## config.mk

```make
export PLATFORM = sky130hd
export DESIGN_NAME = poisson_infection_pair_update
export DESIGN_NICKNAME = d
export VERILOG_FILES = /design/src/rtl/core/pipu_pkg.sv /design/src/rtl/core/poisson_infection_pair_update.sv
export SDC_FILE = /design/constraint.sdc
export NUM_CORES = 2
export LEC_CHECK = 0
export BUFFER_PORTS_ARGS = -buffer_cell sky130_fd_sc_hd__buf_2
export CAP_MARGIN = 20
export CORE_ASPECT_RATIO = 2
export CORE_UTILIZATION = 50
export CTS_CLUSTER_DIAMETER = 100
export DETAILED_ROUTE_END_ITERATION = 6
export PLACE_DENSITY = 0.7
export SYNTH_ARGS = -nofsm -noshare
export SYNTH_HDL_FRONTEND = slang
export SYNTH_SLANG_ARGS = --single-unit
```

## constraint.sdc

```tcl
create_clock -name clock -period 19.9 [get_ports clock]
set_input_delay 5.97 -clock clock [delete_from_list [all_inputs] [get_ports clock]]
set_output_delay 5.97 -clock clock [all_outputs]
set_load 0.02 [all_outputs]
```

## src/rtl/core/pipu_pkg.sv

```systemverilog
// shared types and constants for the poisson pair update block
// no dependencies
package pipu_pkg;
   localparam int TOT_W = 35;
   localparam int Q30_W = 32;
   localparam logic [Q30_W-1:0] ONE_Q30 = 32'h4000_0000;
   localparam int TERMS = 16;
   // series term index, 1 to TERMS + 1
   typedef logic [4:0] k_type;
endpackage

```

## src/rtl/core/poisson_infection_pair_update.sv

```systemverilog
// poisson infection pair update, top level
// depends on pipu_pkg
// One beat in, one beat out, one item at a time. Each pair runs through a
// bit-serial divider (one quotient bit a cycle), then two series evaluations
// of exp(-t), first for e1 and then for the fraction, each of 16 terms (a
// serial multiply, a serial divide by k with its load step, and the series
// and send sequencing states) plus one closing step, then up to 11 powering
// multiplies, the proportion step, the density multiply with its setup and
// the total update. n, the integer part of attacks / density (0 to 11), sets
// how many powering multiplies run; a saturated ratio goes on to the density
// multiply after the divide, and zero density goes to it straight from idle.
// The block is ready again once the result register is loaded; the update
// waits only while an earlier result beat is still stalled.
module poisson_infection_pair_update #(
   parameter int NUM_VECTORS = 8,
   parameter int NUM_HOSTS = 8
) (
   input  logic         clock,
   input  logic         reset,
   input  logic         req_tvalid,
   output logic         req_tready,
   // vector_index[2:0], host_index[5:3], attack_count[37:6],
   // host_density[69:38], zero fill
   input  logic [71:0]  req_tdata,
   // new_round
   input  logic         req_tuser,
   output logic         rsp_tvalid,
   input  logic         rsp_tready,
   // prop_attacked[15:0], hosts_attacked[47:16], vector_attack_total[82:48],
   // vector_attacked_total[117:83], host_attack_total[152:118],
   // host_attacked_total[187:153], zero fill
   output logic [191:0] rsp_tdata
);
   localparam int TW = pipu_pkg::TOT_W;

   // state codes
   localparam logic [3:0] ST_IDLE = 4'd0;
   localparam logic [3:0] ST_DIV  = 4'd1;
   localparam logic [3:0] ST_SER  = 4'd2;
   localparam logic [3:0] ST_MUL  = 4'd3;
   localparam logic [3:0] ST_KDIV = 4'd4;
   localparam logic [3:0] ST_SEND = 4'd5;
   localparam logic [3:0] ST_POW  = 4'd6;
   localparam logic [3:0] ST_PROP = 4'd7;
   localparam logic [3:0] ST_HMUL = 4'd8;
   localparam logic [3:0] ST_UPD  = 4'd9;

   // multiplier users
   localparam logic [1:0] MU_SER  = 2'd0;
   localparam logic [1:0] MU_POW  = 2'd1;
   localparam logic [1:0] MU_HOST = 2'd2;

   localparam logic [5:0] KDIV_LOAD = 6'd32;
   localparam pipu_pkg::k_type K_DONE = 5'(pipu_pkg::TERMS + 1);

   logic [3:0]  state_ff;
   logic [2:0]  vi_ff;
   logic [2:0]  hi_ff;
   logic [31:0] a_ff, d_ff;
   logic        clr_ff;
   logic [61:0] num_ff;    // dividend shifting out msb first
   logic [31:0] rem_ff;
   logic [63:0] x_ff;      // quotient
   logic [5:0]  cnt_ff;
   logic [31:0] t_ff;      // series argument
   logic        pass_ff;   // 0: e1 series, 1: e series
   pipu_pkg::k_type k_ff;
   logic [31:0] term_ff;
   logic [35:0] pos_ff, neg_ff;
   logic [31:0] e1_ff, e_ff;
   logic [3:0]  n_ff;
   // serial multiplier: 32x32, one multiplier bit a cycle
   logic [63:0] prod_ff;
   logic [31:0] mcand_ff, mplier_ff;
   logic [1:0]  muse_ff;
   logic [15:0] p_ff;
   logic [31:0] hosts_ff;
   logic        out_v_ff;
   logic [191:0] out_ff;

   logic [TW-1:0] va_ff [NUM_VECTORS];
   logic [TW-1:0] vd_ff [NUM_VECTORS];
   logic [TW-1:0] ha_ff [NUM_HOSTS];
   logic [TW-1:0] hd_ff [NUM_HOSTS];

   assign req_tready = (state_ff == ST_IDLE);
   assign rsp_tvalid = out_v_ff;
   assign rsp_tdata  = out_ff;

   // divider step, multiplier step and series values
   logic [32:0] rem_sh;
   logic [32:0] rem_sub;
   logic [35:0] diff;
   logic [32:0] ek;
   logic [32:0] rem_k;
   logic [32:0] msum;
   logic [32:0] pnum;
   logic [17:0] pr;
   assign rem_sh  = {rem_ff, num_ff[61]};
   assign rem_sub = rem_sh - {1'b0, d_ff};
   assign rem_k   = {rem_ff, term_ff[31]};
   assign msum    = {1'b0, prod_ff[63:32]} + {1'b0, (mplier_ff[0] ? mcand_ff : 32'd0)};
   assign diff    = (pos_ff >= neg_ff) ? pos_ff - neg_ff : 36'd0;
   assign ek      = (e_ff > pipu_pkg::ONE_Q30) ? {1'b0, pipu_pkg::ONE_Q30} : {1'b0, e_ff};
   assign pnum    = {1'b0, pipu_pkg::ONE_Q30} - ek + 33'd8192;
   assign pr      = 18'(pnum >> 14);

   logic vok, hok;
   assign vok = ({29'd0, vi_ff} < 32'(NUM_VECTORS));
   assign hok = ({29'd0, hi_ff} < 32'(NUM_HOSTS));

   // totals of the addressed vector and host
   logic [TW-1:0] vsel_a, vsel_d, hsel_a, hsel_d;
   always_comb begin
      vsel_a = '0;
      vsel_d = '0;
      hsel_a = '0;
      hsel_d = '0;
      for (int i = 0; i < NUM_VECTORS; i++) begin
         if ({29'd0, vi_ff} == 32'(i)) begin
            vsel_a = va_ff[i];
            vsel_d = vd_ff[i];
         end
      end
      for (int i = 0; i < NUM_HOSTS; i++) begin
         if ({29'd0, hi_ff} == 32'(i)) begin
            hsel_a = ha_ff[i];
            hsel_d = hd_ff[i];
         end
      end
   end

   // updated totals, wrapping at the total width
   logic [TW-1:0] vnew_a, vnew_d, hnew_a, hnew_d;
   assign vnew_a = (clr_ff ? '0 : vsel_a) + TW'(a_ff);
   assign vnew_d = (clr_ff ? '0 : vsel_d) + TW'(hosts_ff);
   assign hnew_a = (clr_ff ? '0 : hsel_a) + TW'(a_ff);
   assign hnew_d = (clr_ff ? '0 : hsel_d) + TW'(hosts_ff);

   logic load_out;
   assign load_out = (state_ff == ST_UPD) && (!out_v_ff || rsp_tready);

   // result valid
   always_ff @(posedge clock) begin
      if (reset) begin
         out_v_ff <= 1'b0;
      end else if (load_out) begin
         out_v_ff <= 1'b1;
      end else if (rsp_tready) begin
         out_v_ff <= 1'b0;
      end
   end

   // sequencer
   always_ff @(posedge clock) begin
      if (reset) begin
         state_ff <= ST_IDLE;
         for (int i = 0; i < NUM_VECTORS; i++) begin
            va_ff[i] <= '0;
            vd_ff[i] <= '0;
         end
         for (int i = 0; i < NUM_HOSTS; i++) begin
            ha_ff[i] <= '0;
            hd_ff[i] <= '0;
         end
      end else begin
         unique case (state_ff)
            ST_IDLE: begin
               if (req_tvalid) begin
                  vi_ff  <= req_tdata[2:0];
                  hi_ff  <= req_tdata[5:3];
                  a_ff   <= req_tdata[37:6];
                  d_ff   <= req_tdata[69:38];
                  clr_ff <= req_tuser;
                  num_ff <= {req_tdata[37:6], 30'd0};
                  rem_ff <= '0;
                  x_ff   <= '0;
                  cnt_ff <= 6'd61;
                  p_ff   <= '0;
                  state_ff <= (req_tdata[69:38] == 32'd0) ? ST_HMUL : ST_DIV;
                  muse_ff <= MU_HOST;
               end
            end
            ST_DIV: begin
               // restoring divide, one quotient bit per cycle
               if (!rem_sub[32]) begin
                  rem_ff <= rem_sub[31:0];
                  x_ff   <= {x_ff[62:0], 1'b1};
               end else begin
                  rem_ff <= rem_sh[31:0];
                  x_ff   <= {x_ff[62:0], 1'b0};
               end
               num_ff <= {num_ff[60:0], 1'b0};
               cnt_ff <= cnt_ff - 6'd1;
               if (cnt_ff == 6'd0) begin
                  state_ff <= ST_SER;
                  pass_ff  <= 1'b0;
                  t_ff     <= pipu_pkg::ONE_Q30;
                  term_ff  <= pipu_pkg::ONE_Q30;
                  pos_ff   <= 36'(pipu_pkg::ONE_Q30);
                  neg_ff   <= '0;
                  k_ff     <= 5'd1;
               end
            end
            ST_SER: begin
               if (x_ff >= 64'd12 << 30) begin
                  p_ff <= 16'hFFFF;
                  muse_ff <= MU_HOST;
                  state_ff <= ST_HMUL;
               end else if (k_ff == K_DONE) begin
                  if (!pass_ff) begin
                     e1_ff   <= diff[31:0];
                     pass_ff <= 1'b1;
                     t_ff    <= {2'b0, x_ff[29:0]};
                     term_ff <= pipu_pkg::ONE_Q30;
                     pos_ff  <= 36'(pipu_pkg::ONE_Q30);
                     neg_ff  <= '0;
                     k_ff    <= 5'd1;
                  end else begin
                     e_ff <= diff[31:0];
                     n_ff <= x_ff[33:30];
                     state_ff <= ST_POW;
                  end
               end else begin
                  prod_ff   <= '0;
                  mcand_ff  <= term_ff;
                  mplier_ff <= t_ff;
                  cnt_ff    <= 6'd31;
                  muse_ff   <= MU_SER;
                  state_ff  <= ST_MUL;
               end
            end
            ST_MUL: begin
               // shift-add, lsb of multiplier first
               prod_ff   <= {msum, prod_ff[31:1]};
               mplier_ff <= mplier_ff >> 1;
               if (cnt_ff != 6'd0) begin
                  cnt_ff <= cnt_ff - 6'd1;
               end else if (muse_ff == MU_SER) begin
                  cnt_ff   <= KDIV_LOAD;
                  state_ff <= ST_KDIV;
               end else begin
                  state_ff <= ST_SEND;
               end
            end
            ST_KDIV: begin
               // term = (prod >> 30) / k, one bit per cycle after a load step
               if (cnt_ff == KDIV_LOAD) begin
                  term_ff <= prod_ff[61:30];
                  rem_ff  <= '0;
                  cnt_ff  <= 6'd31;
               end else begin
                  if (rem_k >= {28'd0, k_ff}) begin
                     rem_ff  <= 32'(rem_k - {28'd0, k_ff});
                     term_ff <= {term_ff[30:0], 1'b1};
                  end else begin
                     rem_ff  <= rem_k[31:0];
                     term_ff <= {term_ff[30:0], 1'b0};
                  end
                  cnt_ff <= cnt_ff - 6'd1;
                  if (cnt_ff == 6'd0) begin
                     state_ff <= ST_SEND;
                  end
               end
            end
            ST_SEND: begin
               if (muse_ff == MU_SER) begin
                  if (k_ff[0]) begin
                     neg_ff <= neg_ff + 36'(term_ff);
                  end else begin
                     pos_ff <= pos_ff + 36'(term_ff);
                  end
                  k_ff <= k_ff + 5'd1;
                  state_ff <= ST_SER;
               end else if (muse_ff == MU_POW) begin
                  e_ff <= prod_ff[61:30];
                  n_ff <= n_ff - 4'd1;
                  state_ff <= ST_POW;
               end else begin
                  hosts_ff <= prod_ff[47:16];
                  state_ff <= ST_UPD;
               end
            end
            ST_POW: begin
               if (n_ff == 4'd0) begin
                  state_ff <= ST_PROP;
               end else begin
                  prod_ff   <= '0;
                  mcand_ff  <= e1_ff;
                  mplier_ff <= e_ff;
                  cnt_ff    <= 6'd31;
                  muse_ff   <= MU_POW;
                  state_ff  <= ST_MUL;
               end
            end
            ST_PROP: begin
               p_ff <= (pr > 18'd65535) ? 16'hFFFF : pr[15:0];
               muse_ff <= MU_HOST;
               state_ff <= ST_HMUL;
            end
            ST_HMUL: begin
               prod_ff   <= '0;
               mcand_ff  <= d_ff;
               mplier_ff <= {16'd0, p_ff};
               cnt_ff    <= 6'd31;
               muse_ff   <= MU_HOST;
               state_ff  <= ST_MUL;
            end
            ST_UPD: begin
               if (load_out) begin
                  // addressed entries take the new totals, the rest clear on a new round
                  for (int i = 0; i < NUM_VECTORS; i++) begin
                     if ({29'd0, vi_ff} == 32'(i)) begin
                        va_ff[i] <= vnew_a;
                        vd_ff[i] <= vnew_d;
                     end else if (clr_ff) begin
                        va_ff[i] <= '0;
                        vd_ff[i] <= '0;
                     end
                  end
                  for (int i = 0; i < NUM_HOSTS; i++) begin
                     if ({29'd0, hi_ff} == 32'(i)) begin
                        ha_ff[i] <= hnew_a;
                        hd_ff[i] <= hnew_d;
                     end else if (clr_ff) begin
                        ha_ff[i] <= '0;
                        hd_ff[i] <= '0;
                     end
                  end
                  out_ff <= {4'd0,
                             (hok ? hnew_d : '0), (hok ? hnew_a : '0),
                             (vok ? vnew_d : '0), (vok ? vnew_a : '0),
                             hosts_ff, p_ff};
                  state_ff <= ST_IDLE;
               end
            end
            default: state_ff <= ST_IDLE;
         endcase
      end
   end
endmodule

```

==> results_dict.tcl <==
set metrics [dict create \
    outcome "finished clean" \
    drt_iter0_markers 7003 \
    ctsResizeCount 0 \
    hold_viol_final 0 \
    portBuffers 264 \
    cp.arrival_ns 9.85 \
    syn2layout_area_growth_pct 10.50 \
    drive_gt1_share_pct 10.76 \
    cts_root_buf "clkbuf_16" \
    synth_area_leader_cell "edfxtp_1" \
    clk_latency_ns 0.85 \
    ir_drop_mv 0.08585 \
    grt.total_usage_pct 31.27 \
    hold_path_startpoint "prod_ff[21]$_SDFFCE_PN0P_" \
    drv_slew 0 \
    clock.fmax_mhz 107.6 \
    synth_seq_cells 1889 \
    nets 8476 \
    rsz0062_at_grt "false" \
    crit_type "in -> reg" \
    powerDensity_nw_per_um2 116.8 \
    final_cell_mix "edfxtp_1 (1884), nor2_1 (1564), nand2_1 (546), inv_1 (372), a21oi_1 (372)" \
    drtAntennaViolNets 0 \
    antenna_found_initial 18 \
    avgSynthCellArea_sq_um 11.67 \
    synth_cells 7953 \
    fin_skew_ns 0.06474 \
    drc 0 \
    crit_fanout 62 \
    routedWlPerCell_microns 27.72 \
    async_flop_share_pct 0 \
    worst_pin_slew_ns 1.250 \
    die_area_sq_um 187400 \
    vias 67440 \
    synth_edf_count 1884 \
    cts.sinks 1889 \
    die_h_microns 611.2 \
    setup-violations-final 0 \
    power_leakage_nw 39.48 \
    p_total_mw 11.97 \
    post-route-period-util_pct 46.70 \
    cts_setup_buffers 0 \
    yosysSeqAreaShare_pct 61.07 \
    cts_buffer_depth 4 \
    met1_usage_pct 32.80 \
    ios 271 \
    start_util_pct 50.31 \
    critPathLaunchType "input port" \
    core_area_sq_um 184400 \
    grt_pass1_vias 68640 \
    die_x_microns 306.6 \
    row_count 223 \
    ys_warn_count 0 \
    grt_busiest_layer "met2" \
    viasPerCell 6.301 \
    min_path_type "reg -> reg" \
    cts_hold_buf 0 \
    period_minus_slack_ns 9.294 \
    hold_path_depth 0 \
    grt_pass1_wl_microns 430900 \
    reg2regPathDepth 17 \
    syn-cell-area_sq_um 92800 \
    numCtsBuffers 176 \
    synth_area_leaders "edfxtp_1 (61%), nor2_1 (6.4%), ha_1 (4.1%)" \
    wirelength_microns 296700 \
    place.gp.congestion 0.9849 \
    use_met2_pct 56.08 \
    startpoint "rsp_tready" \
    cts_tree "done" \
    final_common_cell "edfxtp_1" \
    use_met3_pct 3.988 \
    max_slew_margin_pct 14.54 \
    overflow 0 \
    r2r_slack_ns 12.00 \
    synth_cell_type_count 86 \
    cap_violations 0 \
    synth_top_area_share_pct 60.97 \
    hpwl_microns 194600 \
    firstDrtPassIters 6 \
    clk_pin_slew_ns 0.07 \
    htree_levels 4 \
    end_kind "register" \
    rr_startpoint "hi_ff[1]$_DFFE_PP_" \
    synth_flop_cell "edfxtp_1" \
    tns_ns 0 \
    grt_max_degree 118 \
    worstPathRequired_ns 20.45 \
]
-- cells in the mapped netlist, drive strengths merged, types with 54 or more instances --
| library cell | instances |
|---|---|
| edfxtp | 1884 |
| nor2 | 1575 |
| nand2 | 559 |
| clkbuf | 397 |
| a21oi | 375 |
| inv | 375 |
| ha | 302 |
| o21ai | 276 |
| o22ai | 261 |
| a21o | 162 |
| and3 | 146 |
| xnor2 | 146 |
| a2111oi | 136 |
| mux4 | 127 |
| xor2 | 123 |
| nor3 | 75 |
| nand3 | 73 |
| a22o | 68 |
| and2 | 59 |
| nand2b | 58 |
| o21bai | 58 |
| a31oi | 55 |
| buf | 54 |
-- registers in the layout (all words and copies together), names as in the netlist, 5 cells and up --
name / flops
rem_ff: 32
t_ff: 31
mcand_ff: 32
p_ff: 16
va_ff: 280
neg_ff: 36
a_ff: 32
cnt_ff: 6
e_ff: 32
vd_ff: 280
mplier_ff: 32
x_ff: 64
e1_ff: 32
num_ff: 32
term_ff: 32
hosts_ff: 32
pos_ff: 36
d_ff: 32
k_ff: 5
hd_ff: 280
prod_ff: 48
rsp_tdata: 188
ha_ff: 280
-- report_power, final --
group          switching [mW]  internal, mW
Sequential              0.274          5.01
Combinational            2.30          1.08
Clock                    1.52          1.79
Total                    4.10          7.88
-- area by class of cell --
cell class | instances | area (sq um)
diodes | 13 | 32.53
clock buffers | 214 | 4609
clock inverters | 92 | 773.2
fillers | 15310 | 81890
inverters | 375 | 1408
multi-input cells | 5241 | 33470
flip-flops and latches | 1889 | 56670
well taps | 2475 | 3097
repair buffers | 404 | 2471
-- layer usage --
metal | vias up | part of all wire (%)
li1 | 29700 | -
met1 | 33320 | 33
met2 | 3463 | 51
met3 | 954 | 7.0
met4 | 2 | 9.1
met5 | - | 0.0037
-- stage by stage --
step / utilization [%] / hold slack, ns / worst slack [ns] / instance area (sq um) / instances
after floorplan: - / 0.4003 / 3.331 / 92810 / 7956
after global placement: 52.60 / 0.4022 / 9.866 / 97000 / 10380
after detailed placement: 52.63 / 0.4075 / 9.828 / 97060 / 10380
after CTS: 55.55 / 0.4204 / 10.70 / 102400 / 10690
after global routing: 55.59 / 0.4221 / 10.51 / 102500 / 10700
final: 55.60 / 0.4247 / 10.61 / 102500 / 10700
-- critical path, stage by stage --
cell,delay (ns)
buf_2,0.10
nor2b_1,0.61
or3_1,0.21
buf_4,0.39
nor2_4,0.04
buf_4,0.37
buf_4,0.39
buf_4,0.36
nand3_4,0.27
buf_4,0.81
nor2_1,0.10
-- cell families (layout without fill, tap and decap cells) --
family	after synthesis	in the layout	share of synthesized area, %
other	1	17	0.004041
AOI/OAI and AO/OA	1740	1740	12.51
and+or+nand+nor	2749	2749	12.69
buffers and inverters	826	1085	3.365
muxes	167	167	3.534
DFF	1889	1889	61.07
adders and majority gates	312	312	4.288
xor gates and xnor gates	269	269	2.539
-- worst paths after layout --
kind                                                   end
worst min register to register       hosts_ff[5]$_DFFE_PP_
worst max-delay path            va_ff[0][67]$_SDFFCE_PP0P_
worst max register to register    rsp_tdata[152]$_DFFE_PP_
worst min-delay path                 hosts_ff[5]$_DFFE_PP_
Power figures use the tool's default switching activity.
